### config.mk
export PLATFORM = sky130hd
export DESIGN_NAME = crc32_frame_check_deframer
export DESIGN_NICKNAME = d
export VERILOG_FILES = /design/src/hw/rtl/crcfd_pkg.sv /design/src/hw/rtl/crcfd_front.sv /design/src/hw/rtl/crcfd_queue.sv /design/src/hw/rtl/crcfd_back.sv /design/src/hw/rtl/crc32_frame_check_deframer.sv
export SDC_FILE = /design/constraint.sdc
export NUM_CORES = 1
export LEC_CHECK = 0
export ABC_AREA = 1
export BUFFER_PORTS_ARGS = -buffer_cell sky130_fd_sc_hd__buf_2
export CAP_MARGIN = 20
export CORE_MARGIN = 2
export CORE_UTILIZATION = 56
export CTS_CLUSTER_DIAMETER = 40
export DETAILED_ROUTE_END_ITERATION = 7
export GPL_TIMING_DRIVEN = 0
export PLACE_DENSITY = 0.71
export SYNTH_ARGS = -nofsm -noshare
export SYNTH_HDL_FRONTEND = slang
export SYNTH_SLANG_ARGS = --single-unit
export TNS_END_PERCENT = 10
### constraint.sdc
create_clock -name i_clk -period 7 [get_ports i_clk]
set_input_delay 0.35 -clock i_clk [delete_from_list [all_inputs] [get_ports i_clk]]
set_output_delay 0.35 -clock i_clk [all_outputs]
set_load 0.02 [all_outputs]
### src/hw/rtl/crcfd_pkg.sv
// Package for the CRC frame check deframer: shared types and constants.
// Used by every module in hw/rtl; depends on nothing.
`timescale 1ns / 1ps

package crcfd_pkg;

    // Reset value of the generator polynomial register (CRC-32, leading one implied).
    localparam logic [31:0] GEN_POLY_RESET = 32'h04C1_1DB7;

    // Result kinds.
    localparam logic KIND_DATA   = 1'b0;
    localparam logic KIND_STATUS = 1'b1;

    // One queued piece of work: an optional data byte and an optional frame status.
    typedef struct packed {
        logic       has_byte;
        logic [7:0] byte_value;
        logic       has_status;
        logic       crc_ok;
    } t_entry;

endpackage

### src/hw/rtl/crcfd_front.sv
// Front end of the CRC frame check deframer: remainder division, CRC holdback
// and byte packing, one bit per transaction. Depends on crcfd_pkg.
`timescale 1ns / 1ps

module crcfd_front import crcfd_pkg::*; #(
    parameter int CRC_WIDTH = 32
) (
    input  logic        i_clk,
    input  logic        i_rst_n,
    input  logic [31:0] i_generator_poly,
    input  logic        i_in_valid,
    output logic        o_in_stall,
    input  logic        i_in_bit,
    input  logic        i_in_frame_end,
    input  logic        i_queue_full,
    output logic        o_push,
    output t_entry      o_push_entry
);

    localparam int FILL_W = $clog2(CRC_WIDTH + 1);

    logic [CRC_WIDTH-1:0] r_rem;
    logic [CRC_WIDTH-1:0] n_rem;
    logic [CRC_WIDTH-1:0] r_hold;
    logic [CRC_WIDTH-1:0] n_hold;
    logic [FILL_W-1:0]    r_fill;
    logic [FILL_W-1:0]    n_fill;
    logic [7:0]           r_acc;
    logic [7:0]           n_acc;
    logic [2:0]           r_cnt;
    logic [2:0]           n_cnt;
    logic [CRC_WIDTH-1:0] w_poly;
    logic [CRC_WIDTH-1:0] w_div;
    logic                 w_accept;
    logic                 w_full;
    logic                 w_byte_done;
    logic [7:0]           w_byte;

    // Fit the 32-bit register to CRC_WIDTH: upper bits dropped or zero-extended.
    generate
        if (CRC_WIDTH <= 32) begin : g_poly_narrow
            assign w_poly = i_generator_poly[CRC_WIDTH-1:0];
        end else begin : g_poly_wide
            assign w_poly = {{(CRC_WIDTH - 32){1'b0}}, i_generator_poly};
        end
    endgenerate

    // A bit is taken whenever the queue has room for what it may cause.
    assign o_in_stall = i_queue_full;
    assign w_accept   = i_in_valid && !i_queue_full;

    // One division step and the holdback/byte bookkeeping for the incoming bit.
    always_comb begin
        w_div       = r_rem[CRC_WIDTH-1] ? w_poly : '0;
        n_rem       = {r_rem[CRC_WIDTH-2:0], i_in_bit} ^ w_div;
        n_hold      = {r_hold[CRC_WIDTH-2:0], i_in_bit};
        w_full      = (r_fill == FILL_W'(CRC_WIDTH));
        w_byte      = {r_acc[6:0], r_hold[CRC_WIDTH-1]};
        w_byte_done = 1'b0;
        n_fill      = r_fill;
        n_acc       = r_acc;
        n_cnt       = r_cnt;
        if (w_full) begin
            n_acc = w_byte;
            n_cnt = r_cnt + 3'd1;
            if (r_cnt == 3'd7) begin
                w_byte_done = 1'b1;
                n_acc       = '0;
                n_cnt       = '0;
            end
        end else begin
            n_fill = r_fill + FILL_W'(1);
        end
    end

    // Work handed to the back end; the partial byte at frame end is dropped.
    always_comb begin
        o_push                  = w_accept && (w_byte_done || i_in_frame_end);
        o_push_entry.has_byte   = w_byte_done;
        o_push_entry.byte_value = w_byte;
        o_push_entry.has_status = i_in_frame_end;
        o_push_entry.crc_ok     = (n_rem == '0);
    end

    // Frame state; everything returns to zero at the end of a frame.
    always_ff @(posedge i_clk) begin
        if (!i_rst_n) begin
            r_rem  <= '0;
            r_hold <= '0;
            r_fill <= '0;
            r_acc  <= '0;
            r_cnt  <= '0;
        end else if (w_accept) begin
            if (i_in_frame_end) begin
                r_rem  <= '0;
                r_hold <= '0;
                r_fill <= '0;
                r_acc  <= '0;
                r_cnt  <= '0;
            end else begin
                r_rem  <= n_rem;
                r_hold <= n_hold;
                r_fill <= n_fill;
                r_acc  <= n_acc;
                r_cnt  <= n_cnt;
            end
        end
    end

endmodule

### src/hw/rtl/crcfd_queue.sv
// Short queue of work entries between the deframer front and back ends.
// Depends on crcfd_pkg for the entry type.
`timescale 1ns / 1ps

module crcfd_queue import crcfd_pkg::*; #(
    parameter int DEPTH = 4
) (
    input  logic   i_clk,
    input  logic   i_rst_n,
    input  logic   i_push,
    input  t_entry i_push_entry,
    output logic   o_full,
    output logic   o_not_empty,
    output t_entry o_head,
    input  logic   i_pop
);

    localparam int PTR_W = $clog2(DEPTH);
    localparam int CNT_W = $clog2(DEPTH + 1);

    t_entry             r_mem [DEPTH];
    logic [PTR_W-1:0]   r_wr_ptr;
    logic [PTR_W-1:0]   r_rd_ptr;
    logic [CNT_W-1:0]   r_count;

    assign o_full      = (r_count == CNT_W'(DEPTH));
    assign o_not_empty = (r_count != '0);
    assign o_head      = r_mem[r_rd_ptr];

    // Entry storage.
    always_ff @(posedge i_clk) begin
        if (i_push) begin
            r_mem[r_wr_ptr] <= i_push_entry;
        end
    end

    // Pointers and occupancy; DEPTH is a power of two so pointers wrap freely.
    always_ff @(posedge i_clk) begin
        if (!i_rst_n) begin
            r_wr_ptr <= '0;
            r_rd_ptr <= '0;
            r_count  <= '0;
        end else begin
            if (i_push) begin
                r_wr_ptr <= r_wr_ptr + PTR_W'(1);
            end
            if (i_pop) begin
                r_rd_ptr <= r_rd_ptr + PTR_W'(1);
            end
            if (i_push && !i_pop) begin
                r_count <= r_count + CNT_W'(1);
            end else if (!i_push && i_pop) begin
                r_count <= r_count - CNT_W'(1);
            end
        end
    end

endmodule

### src/hw/rtl/crcfd_back.sv
// Back end of the CRC frame check deframer: splits queued entries into byte and
// status results and holds them in the output register. Depends on crcfd_pkg.
`timescale 1ns / 1ps

module crcfd_back import crcfd_pkg::*; (
    input  logic       i_clk,
    input  logic       i_rst_n,
    input  logic       i_not_empty,
    input  t_entry     i_head,
    output logic       o_pop,
    output logic       o_out_valid,
    input  logic       i_out_stall,
    output logic       o_kind,
    output logic [7:0] o_byte_value,
    output logic       o_crc_ok,
    output logic       o_last
);

    logic       r_out_valid;
    logic       r_kind;
    logic [7:0] r_byte_value;
    logic       r_crc_ok;
    logic       r_last;
    logic       r_phase;
    logic       n_phase;
    logic       w_load;
    logic       n_kind;
    logic [7:0] n_byte_value;
    logic       n_crc_ok;
    logic       n_last;

    // The output register takes a new result whenever it is empty or draining.
    assign w_load = i_not_empty && (!r_out_valid || !i_out_stall);

    // Pick the next result of the head entry: its byte first, then its status.
    always_comb begin
        if (i_head.has_byte && !r_phase) begin
            n_kind       = KIND_DATA;
            n_byte_value = i_head.byte_value;
            n_crc_ok     = 1'b0;
            n_last       = !i_head.has_status;
            n_phase      = i_head.has_status;
        end else begin
            n_kind       = KIND_STATUS;
            n_byte_value = '0;
            n_crc_ok     = i_head.crc_ok;
            n_last       = 1'b1;
            n_phase      = 1'b0;
        end
        o_pop = w_load && n_last;
    end

    // Control state.
    always_ff @(posedge i_clk) begin
        if (!i_rst_n) begin
            r_out_valid <= 1'b0;
            r_phase     <= 1'b0;
        end else begin
            if (w_load) begin
                r_out_valid <= 1'b1;
                r_phase     <= n_phase;
            end else if (!i_out_stall) begin
                r_out_valid <= 1'b0;
            end
        end
    end

    // Output payload.
    always_ff @(posedge i_clk) begin
        if (w_load) begin
            r_kind       <= n_kind;
            r_byte_value <= n_byte_value;
            r_crc_ok     <= n_crc_ok;
            r_last       <= n_last;
        end
    end

    assign o_out_valid  = r_out_valid;
    assign o_kind       = r_kind;
    assign o_byte_value = r_byte_value;
    assign o_crc_ok     = r_crc_ok;
    assign o_last       = r_last;

endmodule

### src/hw/rtl/crc32_frame_check_deframer.sv
// Top level of the CRC frame check deframer: generator register, front end,
// work queue and back end. Depends on crcfd_pkg, crcfd_front, crcfd_queue, crcfd_back.
`timescale 1ns / 1ps

// The block takes one frame bit per cycle unless stalled by a full queue (MSB first,
// frame_end on the final bit) and divides the frame by the generator polynomial with
// no initial value, reflection or final XOR. The newest CRC_WIDTH bits are held back
// as the CRC; older bits come out as data bytes, and the frame end gives a status
// result with crc_ok set when the remainder is zero. A partial byte at frame end is
// dropped. Throughput is one bit per cycle while not stalled, set by the shift-and-XOR
// of the remainder; the back end delivers one result per cycle unless the receiver
// stalls, so the status that follows a byte on the same bit is an extra result,
// absorbed by the FIFO_DEPTH-entry queue (a power of two, 2 to 32). A result passes
// through the queue and the output register. The generator register is written
// through the configuration channel, which is always ready; write it only while idle.
module crc32_frame_check_deframer import crcfd_pkg::*; #(
    parameter int CRC_WIDTH  = 32,
    parameter int FIFO_DEPTH = 4
) (
    input  logic        i_clk,
    input  logic        i_rst_n,
    input  logic        i_cfg_valid,
    output logic        o_cfg_ready,
    input  logic [31:0] i_cfg_data,
    input  logic        i_in_valid,
    output logic        o_in_stall,
    input  logic        i_in_bit,
    input  logic        i_in_frame_end,
    output logic        o_out_valid,
    input  logic        i_out_stall,
    output logic        o_kind,
    output logic [7:0]  o_byte_value,
    output logic        o_crc_ok,
    output logic        o_last
);

    logic [31:0] r_generator_poly;
    logic        w_push;
    t_entry      w_push_entry;
    logic        w_full;
    logic        w_not_empty;
    t_entry      w_head;
    logic        w_pop;

    // Generator polynomial register; a configuration transaction is taken at once.
    assign o_cfg_ready = 1'b1;

    always_ff @(posedge i_clk) begin
        if (!i_rst_n) begin
            r_generator_poly <= GEN_POLY_RESET;
        end else if (i_cfg_valid) begin
            r_generator_poly <= i_cfg_data;
        end
    end

    crcfd_front #(
        .CRC_WIDTH (CRC_WIDTH)
    ) u_front (
        .i_clk            (i_clk),
        .i_rst_n          (i_rst_n),
        .i_generator_poly (r_generator_poly),
        .i_in_valid       (i_in_valid),
        .o_in_stall       (o_in_stall),
        .i_in_bit         (i_in_bit),
        .i_in_frame_end   (i_in_frame_end),
        .i_queue_full     (w_full),
        .o_push           (w_push),
        .o_push_entry     (w_push_entry)
    );

    crcfd_queue #(
        .DEPTH (FIFO_DEPTH)
    ) u_queue (
        .i_clk        (i_clk),
        .i_rst_n      (i_rst_n),
        .i_push       (w_push),
        .i_push_entry (w_push_entry),
        .o_full       (w_full),
        .o_not_empty  (w_not_empty),
        .o_head       (w_head),
        .i_pop        (w_pop)
    );

    crcfd_back u_back (
        .i_clk        (i_clk),
        .i_rst_n      (i_rst_n),
        .i_not_empty  (w_not_empty),
        .i_head       (w_head),
        .o_pop        (w_pop),
        .o_out_valid  (o_out_valid),
        .i_out_stall  (i_out_stall),
        .o_kind       (o_kind),
        .o_byte_value (o_byte_value),
        .o_crc_ok     (o_crc_ok),
        .o_last       (o_last)
    );

endmodule

==> results.tsv, run 1 <==
metric	value	unit
run_status	completed	
cts_tree	done	
grt_use_total	0.2291	
remaining_drc_errors	0	
yosys_warnings	0	
routed_wire_length_per_instance	13.80	um
largest_voltage_drop_on_the_vdd_net	0.2054	mV
number_of_antenna_violations_at_the_first_check_in_global_routing	0	
mean_post_synth_cell_area	8.637	um2
critical_path_peak_fanout	10	
clk_latency	430	ps
synthArstFlopShare	0	
synth_sequential_area_ratio	0.5644	
post_cts.repair.setup_buffers	0	
overflow	0	
area_growth_syn_to_layout	14.83	%
holdPathStages	3	
synth_seq_cells	178	
start_util	0.5753	
fp.coreArea	12670	um2
die_y	118.1	um
detailroute.via_count	5730	
number_of_enable_flip_flop_cells_after_synthesis	55	
pwr_density_cell	314.2	nW/um2
rows	41	
report.final.hold_viol_count	0	
hold_start	i_cfg_data[0]	
layout-drive-gt1-share	0.1262	
fmax	0.3885	GHz
fillerInstances	1077	
clockBufferDepth	2	
clock_sink_count	178	
criticalPathCategory	reg -> reg	
ant_nets	0	
htreeDepth	4	
final_cell_mix	sky130_fd_sc_hd__nand2_1 (191), sky130_fd_sc_hd__nor2_1 (159), sky130_fd_sc_hd__dfxtp_1 (123), sky130_fd_sc_hd__buf_2 (67), sky130_fd_sc_hd__a21oi_1 (58)	
final_common_cell	sky130_fd_sc_hd__nand2_1	
die_w	118.1	um
setup_viol_count_final	0	
worst_clock_skew	7.687	ps
timing.setup.tns	0	ps
max_cap_viol_count	0	
worstReg2RegStart	u_front.r_cnt[0]	
nNetsFinal	963	
first_global_vias	5500	
io-pin-count	53	
postSynthNetCount	893	
min_path_type	in -> reg	
place.port_buffers	51	
drt-vias-per-instance	5.214	
p_leak	3.352	nW
cts_resized	0	
postSynth.topFlopCell	sky130_fd_sc_hd__dfxtp_1	
finalWorstPathRequiredPeriod	2574	ps
dr.first_iter.drc_count	364	
drt_wl_total	15.17	mm
largest_net_degree_at_the_start_of_global_routing	17	
number_of_instances_in_the_synthesized_netlist	844	
grt_pass1_wl	25.52	mm
post_synth_instance_area	7289	um2
post-place-cells	1067	
cts_root_buffer	sky130_fd_sc_hd__clkbuf_16	
r2r-end	u_queue.r_count[1]	
die-area	13950	um2
setup_repair_after_global_routing_missed_its_margin	false	
synth_cell_type_count	32	
cts_buffers	17	
layoutNonFillerInstCount	1099	
hpwl	10.62	mm
period_share	0.3677	
cp-start-kind	flop	
final_max_slew_viol_count	0	
timing.critical_path.required	7310	ps
r2r_setup_slack	4430	ps
place_congestion	0.8458	
relSlewSlack	0.2972	
min_delay_worst_endpoint	r_generator_poly[0]	
worst_setup_hold_path_clk_slew	60	ps
totalPowerFinal	2.630	mW
drtPass1Iterations	5	
insertedDiodeCount	0	
rr_worst_depth	11	
timing_worst_slew_pin_value	1050	ps
timing.critical_path.arrival	2880	ps
holdBufCountCts	0	
setup.worst_path.end_class	flop	
==> report_power, final <==
part | switching (mW) | internal, mW
combinational | 0.322 | 0.141
clock | 0.375 | 0.583
sequential | 0.0417 | 1.17
total | 0.738 | 1.89
==> layer usage <==
metal / vias up / global-route usage / part of all wire
met1: 2677 / 0.2729 / 0.44
met3: 27 / 0.04409 / 0.037
li1: 2897 / - / -
met2: 129 / 0.4017 / 0.50
met4: 0 / 0.09864 / 0.022
met5: - / 0 / 0
==> kinds of logic (layout without fill, tap and decap cells) <==
group / Yosys count / in the layout / synth area share
AO/OA/AOI/OAI: 141 / 141 / 0.1095
XOR/XNOR: 26 / 26 / 0.03124
flip-flops: 178 / 178 / 0.5644
AND/OR/NAND/NOR: 397 / 397 / 0.2209
adder cells (fa/ha/maj): 10 / 10 / 0.01819
other: 1 / 1 / 0.0005144
buffers and inverters: 91 / 174 / 0.05527
==> cell usage after synthesis (3+ instances only) <==
master	count	area share
sky130_fd_sc_hd__dfxtp_1	123	0.34
sky130_fd_sc_hd__nand3b_1	7	0.0072
sky130_fd_sc_hd__o21ai_0	48	0.033
sky130_fd_sc_hd__nand2_1	191	0.098
sky130_fd_sc_hd__nor2_1	159	0.082
sky130_fd_sc_hd__xor2_1	7	0.0084
sky130_fd_sc_hd__a21oi_1	58	0.040
sky130_fd_sc_hd__nand3_1	28	0.019
sky130_fd_sc_hd__nor2_2	3	0.0026
sky130_fd_sc_hd__clkbuf_1	19	0.0098
sky130_fd_sc_hd__buf_2	16	0.011
sky130_fd_sc_hd__edfxtp_1	55	0.23
sky130_fd_sc_hd__ha_1	9	0.015
sky130_fd_sc_hd__buf_4	9	0.0093
sky130_fd_sc_hd__inv_1	43	0.022
sky130_fd_sc_hd__xnor2_1	19	0.023
sky130_fd_sc_hd__a22oi_1	32	0.033
==> stage by stage <==
step / hold slack (ps) / setup WS [ps] / area, um2 / util
floorplan: 429.2 / 4791 / 7289 / -
global placement: 440.7 / 4568 / 7760 / 0.6124
detailed placement: 444.1 / 4448 / 7760 / 0.6124
CTS: 126.0 / 4423 / 8371 / 0.6606
global route: 131.3 / 4205 / 8371 / 0.6606
finish: 133.6 / 4426 / 8371 / 0.6606
==> sequential cells by signal (all words and copies together) (netlist names), 2 cells and up, named ones only <==
| signal | flops |
|---|---|
| u_front.r_cnt | 3 |
| u_back.o_byte_value | 8 |
| u_front.r_acc | 7 |
| u_queue.r_wr_ptr | 2 |
| u_front.r_fill | 6 |
| u_queue.r_count | 3 |
| r_generator_poly | 32 |
| u_front.r_rem | 32 |
| u_queue.r_rd_ptr | 2 |
| u_queue.r_mem | 44 |
| u_front.r_hold | 32 |
==> how the worst max path moves through the flow <==
stage,to,startpoint,depth (start not counted),slack [ps]
4_1_cts,u_queue.r_count[1],u_front.r_cnt[0],11,4420
3_3_place_gp,u_queue.r_count[1],u_front.r_cnt[0],11,4570
3_5_place_dp,u_queue.r_count[1],u_front.r_cnt[0],11,4450
2_1_floorplan,u_queue.r_count[1],u_front.r_cnt[0],11,4790
6_report,u_queue.r_count[1],u_front.r_cnt[0],11,4430
5_1_grt,u_queue.r_count[2],u_front.r_fill[0],14,4210
==> worst max-delay path, stage by stage (launching register included) <==
cell	delay, ps
sky130_fd_sc_hd__dfxtp_1	330
sky130_fd_sc_hd__ha_1	210
sky130_fd_sc_hd__ha_1	210
sky130_fd_sc_hd__nor2_1	390
sky130_fd_sc_hd__inv_1	150
sky130_fd_sc_hd__nand2_4	160
sky130_fd_sc_hd__inv_1	60
sky130_fd_sc_hd__ha_1	190
sky130_fd_sc_hd__inv_1	110
sky130_fd_sc_hd__fa_1	430
sky130_fd_sc_hd__o21ai_0	180
sky130_fd_sc_hd__a21oi_1	60
==> layout make-up <==
type | instances | area [um2] | share of cell area
Buffer | 45 | 230.2 | 0.02750
Clock buffer | 23 | 510.5 | 0.06099
Clock inverter | 9 | 100.1 | 0.01196
Inverter | 46 | 172.7 | 0.02063
Multi-Input combinational cell | 575 | 2773 | 0.3312
Sequential cell | 178 | 4114 | 0.4915
Tap cell | 172 | 215.2 | 0.02571
Timing Repair Buffer | 51 | 255.2 | 0.03049
Power figures use the tool's default switching activity.
==> inputs of run 2 (changes only) <==
- clock period: 7 -> 2.4 ns (I/O delays scaled with it)
==> results.tsv, run 2 (synthesized netlist as in run 1, its figures left out) <==
metric	value	unit	change
timing.critical_path.arrival	2580	ps	-300 ps
min_path_type	in -> reg		
largest_net_degree_at_the_start_of_global_routing	17		unchanged
timing_worst_slew_pin_value	1034	ps	-16.09 ps
worst_clock_skew	7.556	ps	-0.1310 ps
worst_setup_hold_path_clk_slew	60	ps	about the same
period_share	0.9466		+0.5788
layout.cell_area.non_filler	8793	um2	+5.1%
start_util	0.5753		unchanged
io-pin-count	53		unchanged
number_of_antenna_violations_at_the_first_check_in_global_routing	0		unchanged
insertedDiodeCount	0		unchanged
htreeDepth	4		unchanged
rows	41		unchanged
fmax	0.4402	GHz	+13%
routed_wire_length_per_instance	13.85	um	+0.32%
multiInputGateArea	2788	um2	+0.54%
worst_hold_slack	30.52	ps	-103.0 ps
totalPowerFinal	7.785	mW	+200%
timing.critical_path.required	2710	ps	-4600 ps
overflow	0		unchanged
report.final.hold_viol_count	0		unchanged
setup_repair_after_global_routing_missed_its_margin	true		
cts_tree	done		
relSlewSlack	0.3079		+0.01077
cts_buffers	17		unchanged
finalWorstPathRequiredPeriod	2272	ps	-302.3 ps
setup_viol_count_final	0		unchanged
largest_voltage_drop_on_the_vdd_net	0.6182	mV	+200%
post-place-cells	1067		unchanged
fin_ws	128.3	ps	-4298 ps
timing.setup.tns	0	ps	unchanged
final_common_cell	sky130_fd_sc_hd__nand2_1		
final_max_slew_viol_count	0		unchanged
drt_wl_total	15.80	mm	+4.2%
ant_nets	0		unchanged
cp-start-kind	flop		
max_cap_viol_count	0		unchanged
grt_use_total	0.2353		+0.006275
clk_latency	430	ps	about the same
fp.coreArea	12670	um2	unchanged
grt_pass1_wl	26.24	mm	+2.8%
final_core_utilization	0.6940		+0.03338
clock_sink_count	178		unchanged
critical_path_peak_fanout	10		unchanged
pwr_density_cell	885.3	nW/um2	+180%
place.port_buffers	51		unchanged
area.sequential	4116	um2	about the same
max_flop_register	u_queue.r_mem		
cts_root_buffer	sky130_fd_sc_hd__clkbuf_16		
run_status	completed		
holdPathStages	3		unchanged
remaining_drc_errors	0		unchanged
detailroute.via_count	5880		+2.6%
rr_worst_depth	11		unchanged
criticalPathCategory	reg -> reg		
dr.first_iter.drc_count	385		+5.8%
drtPass1Iterations	6		+1
die-area	13950	um2	unchanged
number_of_flip_flops_under_the_largest_register_name	44		unchanged
die_w	118.1	um	unchanged
p_leak	3.530	nW	+5.3%
hpwl	10.62	mm	unchanged
clockBufferDepth	2		unchanged
fillerInstances	1019		-5.4%
final_cell_mix	sky130_fd_sc_hd__nand2_1 (191), sky130_fd_sc_hd__nor2_1 (158), sky130_fd_sc_hd__dfxtp_1 (121), sky130_fd_sc_hd__buf_2 (67), sky130_fd_sc_hd__a21oi_1 (58)		
placed_instance_area	7760	um2	unchanged
setup.worst_path.end_class	flop		
first_global_vias	5712		+3.9%
layout-drive-gt1-share	0.1362		+0.01001
layoutNonFillerInstCount	1141		+3.8%
die_y	118.1	um	unchanged
pre_cts_ws	-151.8	ps	-4600 ps
drt-vias-per-instance	5.153		-1.2%
nNetsFinal	1005		+4.4%
area_growth_syn_to_layout	20.63	%	
place_congestion	0.8458		unchanged
run 2: cell type report:
cell class              instances  area share
well taps                     172     0.02447
repair buffers                 93     0.07456
multi-input cells             575      0.3170
inverters                      46     0.02006
clock buffers                  23     0.05805
flip-flops and latches        178      0.4681
clock inverters                 9     0.01138
plain buffers                  45     0.02632
run 2: routing by layer:
layer | track usage | routed length, um | part of all wire | up-vias
met2 | 0.4180 | 7955 | 0.50 | 108
met5 | 0 | 0 | 0 | -
met1 | 0.2761 | 7006 | 0.44 | 2770
li1 | - | - | - | 2974
met3 | 0.04554 | 500 | 0.032 | 28
met4 | 0.1002 | 338 | 0.021 | 0
run 2: worst paths after layout:
check | to | slack [ps] | from
worst max register to register | u_queue.r_count[1] | 130 | u_front.r_cnt[0]
worst min register to register | u_front.r_hold[25] | 450 | u_front.r_hold[24]
worst min-delay path | r_generator_poly[28] | 30 | i_cfg_valid
worst max-delay path | u_queue.r_count[1] | 130 | u_front.r_cnt[0]
run 2: worst max-delay path: stages (launching register included):
cell and delay, ps:
sky130_fd_sc_hd__dfxtp_1 330, sky130_fd_sc_hd__ha_1 210, sky130_fd_sc_hd__ha_1 240, sky130_fd_sc_hd__nor2_4 140, sky130_fd_sc_hd__inv_1 90, sky130_fd_sc_hd__nand2_4 120, sky130_fd_sc_hd__inv_1 60, sky130_fd_sc_hd__ha_1 190
sky130_fd_sc_hd__inv_1 110, sky130_fd_sc_hd__fa_2 440, sky130_fd_sc_hd__o21ai_0 180, sky130_fd_sc_hd__a21oi_1 60
run 2: repair_timing:
action,CTS,global route
hold endpoints to repair,34,0
hold buffers,34,0
setup endpoints to repair,46,46
resized for setup,3,7
buffers inserted,1,7
pin swaps,1,4
run 2: power by group:
group	internal (mW)	leakage (nW)	total, mW	switching (mW)
registers	3.41	1.52	3.53	0.125
clock network	1.70	0.291	2.80	1.10
logic	0.489	1.72	1.46	0.967
==> inputs of run 3 (changes only) <==
- ABC_AREA: 1 -> default
- CORE_ASPECT_RATIO: default -> 0.6
==> results.tsv, run 3 <==
metric	value	unit	change
run_status	completed		
detailroute.via_count	6239		+6.1%
report.final.hold_viol_count	0		unchanged
first_global_vias	6041		+5.8%
cts_buffers	17		unchanged
pwr_density_cell	818.0	nW/um2	-7.6%
routed_wire_length_per_instance	17.84	um	+29%
synth_seq_cells	178		unchanged
area_growth_syn_to_layout	18.54	%	
worst_setup_hold_path_clk_slew	70	ps	about the same
timing_worst_slew_pin_value	762.1	ps	-272.2 ps
critical_path_peak_fanout	3		-7
r2r-end	u_queue.r_count[2]		
rows	34		-17%
drtPass1Iterations	5		-1
post-synth-top-area-cell	sky130_fd_sc_hd__dfxtp_1		
multiInputGateArea	3884	um2	+39%
cts_tree	done		
criticalPathCategory	reg -> reg		
synthArstFlopShare	0		unchanged
die-area	15730	um2	+13%
dr.first_iter.drc_count	567		+47%
area.sequential	4118	um2	about the same
relSlewSlack	0.4920		+0.1840
final_core_utilization	0.6773		-0.01673
fmax	0.4172	GHz	-5.2%
place.port_buffers	49		-3.9%
grt_use_total	0.2579		+0.02253
period_share	0.9988		+0.05221
number_of_antenna_violations_at_the_first_check_in_global_routing	0		unchanged
min_delay_worst_endpoint	u_front.r_hold[0]		
fin_ws	2.971	ps	-125.3 ps
synthDominantCellAreaShare	0.2989		-0.03894
nNetsFinal	941		-6.4%
clockBufferDepth	2		unchanged
io-pin-count	53		unchanged
postSynthNetCount	837		-6.3%
largest_voltage_drop_on_the_vdd_net	0.6408	mV	+3.7%
final_common_cell	sky130_fd_sc_hd__dfxtp_1		
setup_repair_after_global_routing_missed_its_margin	true		
synth_cell_type_count	58		+81%
cp-start-kind	flop		
fillerInstances	1101		+8.0%
number_of_instances_in_the_synthesized_netlist	788		-6.6%
post_synth_instance_area	8239	um2	+13%
synthTopCellsByArea	sky130_fd_sc_hd__dfxtp_1 (30%), sky130_fd_sc_hd__edfxtp_1 (20%), sky130_fd_sc_hd__nor2b_1 (4.7%)		
hold_start	i_in_bit		
final_max_slew_viol_count	0		unchanged
ant_nets	0		unchanged
timing.setup.tns	0	ps	unchanged
grt_pass1_wl	31.71	mm	+21%
setup.worst_path.end_class	flop		
holdPathStages	3		unchanged
fp.coreArea	14420	um2	+14%
clk_latency	430	ps	about the same
max_cap_viol_count	0		unchanged
cts_root_buffer	sky130_fd_sc_hd__clkbuf_16		
synth_sequential_area_ratio	0.4993		-0.06505
totalPowerFinal	7.989	mW	+2.6%
number_of_enable_flip_flop_cells_after_synthesis	55		unchanged
postSynth.topFlopCell	sky130_fd_sc_hd__dfxtp_1		
r2r_setup_slack	3	ps	-130 ps
worstReg2RegStart	u_front.r_fill[0]		
clock_sink_count	178		unchanged
die_y	97.96	um	-17%
place_congestion	0.9044		+6.9%
layout-drive-gt1-share	0.1680		+0.03173
overflow	0		unchanged
rr_worst_depth	12		+1
timing.critical_path.arrival	2750	ps	+170 ps
worst_clock_skew	12.21	ps	+4.652 ps
pre_cts_ws	-253.7	ps	-101.9 ps
post-synth-top-count-cell	sky130_fd_sc_hd__dfxtp_1		
die_w	160.6	um	+36%
hpwl	13.57	mm	+28%
yosys_warnings	0		unchanged
remaining_drc_errors	0		unchanged
drt_wl_total	19.70	mm	+25%
p_leak	3.503	nW	-0.76%
start_util	0.5713		-0.003977
largest_net_degree_at_the_start_of_global_routing	20		+3
htreeDepth	4		unchanged
number_of_flip_flops_under_the_largest_register_name	44		unchanged
setup_viol_count_final	0		unchanged
max_flop_register	u_queue.r_mem		
min_path_type	in -> reg		
ys_top_cells_by_count	sky130_fd_sc_hd__dfxtp_1 (123), sky130_fd_sc_hd__nand2_1 (98), sky130_fd_sc_hd__nor2b_1 (62)		
finalWorstPathRequiredPeriod	2397	ps	+125.3 ps
drt-vias-per-instance	5.651		+9.7%
final_cell_mix	sky130_fd_sc_hd__dfxtp_1 (120), sky130_fd_sc_hd__nand2_1 (97), sky130_fd_sc_hd__buf_2 (67), sky130_fd_sc_hd__nor2b_1 (62), sky130_fd_sc_hd__edfxtp_1 (55)		
timing.critical_path.required	2760	ps	+50 ps
mean_post_synth_cell_area	10.46	um2	+21%
## run 3: cell count changes in the layout (fill, tap and decap cells not counted), sizes merged, moves of 33 or more
cell,previous run,this run
a21boi,0,42
nor2b,0,62
mux2i,0,36
nand2,193,100
nor2,162,23
nor3,2,35
## run 3: worst max-delay path by stage
stage | start | end | slack (ps) | depth (start not counted)
6_report | u_front.r_fill[0] | u_queue.r_count[2] | 3 | 12
5_1_grt | u_front.r_fill[0] | u_queue.r_count[2] | -90 | 12
4_1_cts | u_queue.r_count[0] | u_queue.r_count[2] | 4 | 10
3_5_place_dp | u_front.r_fill[0] | u_queue.r_count[2] | -250 | 12
3_3_place_gp | u_front.r_fill[0] | u_queue.r_count[2] | -120 | 12
2_1_floorplan | u_front.r_fill[0] | u_queue.r_count[2] | 40 | 12
## run 3: metal layers
metal | wire length, um | vias to the layer above | share of wire | GRT usage
met5 | 0 | - | 0 | 0
met4 | 192 | 0 | 0.0097 | 0.06445
met3 | 1455 | 20 | 0.074 | 0.04970
met2 | 8424 | 246 | 0.43 | 0.3863
met1 | 9625 | 2993 | 0.49 | 0.3862
li1 | - | 2980 | - | -
## run 3: timing repair
action                     4_1_cts  5_1_grt
hold endpoints to repair        36        0
hold buffers                    33        0
gates resized for setup          7        5
pin swaps                        1        0
setup endpoints to repair        1        2
buffers inserted                 3        0
## run 3: cell families (layout without fill, tap and decap cells)
| group | count (synthesis) | in the layout | share of synthesized area |
|---|---|---|---|
| xor gates and xnor gates | 56 | 56 | 0.06044 |
| DFF | 178 | 178 | 0.4993 |
| and+or+nand+nor | 312 | 312 | 0.2129 |
| adders and majority gates | 10 | 10 | 0.01610 |
| AOI/OAI and AO/OA | 124 | 124 | 0.09917 |
| buffers and inverters | 60 | 177 | 0.03645 |
| muxes | 47 | 47 | 0.07517 |
| other | 1 | 2 | 0.0004551 |
## run 3: layout make-up
type / count / area share
tap: 198 / 0.02537
multi-input combinational: 550 / 0.3976
sequential: 178 / 0.4216
timing repair buffer: 85 / 0.06123
clock buffer: 17 / 0.04356
inverter: 7 / 0.002690
antenna: 1 / 0.0002562
buffer: 53 / 0.02870
clock inverter: 15 / 0.01896
## run 3: report_power, final
part	switching (mW)	internal [mW]
sequential	0.143	3.38
clock	1.33	1.50
combinational	0.946	0.690
## run 3: stage by stage
stage	hold slack (ps)	area (um2)	instances
4_1_cts	15.44	9744	1103
3_3_place_gp	332.7	8760	1035
5_1_grt	32.43	9764	1103
3_5_place_dp	339.0	8760	1035
2_1_floorplan	218.9	8267	788
6_report	19.38	9767	1104
## run 3: worst max-delay path, cell delays in order, from the launching register on
cell and delay [ps]:
sky130_fd_sc_hd__dfxtp_2 340, sky130_fd_sc_hd__inv_2 90, sky130_fd_sc_hd__ha_4 150, sky130_fd_sc_hd__nand2_4 50, sky130_fd_sc_hd__and4b_2 300, sky130_fd_sc_hd__o21a_1 140, sky130_fd_sc_hd__buf_6 110, sky130_fd_sc_hd__ha_4 130
sky130_fd_sc_hd__inv_2 40, sky130_fd_sc_hd__fa_2 330, sky130_fd_sc_hd__xor2_1 170, sky130_fd_sc_hd__or3_1 340, sky130_fd_sc_hd__a21boi_2 140
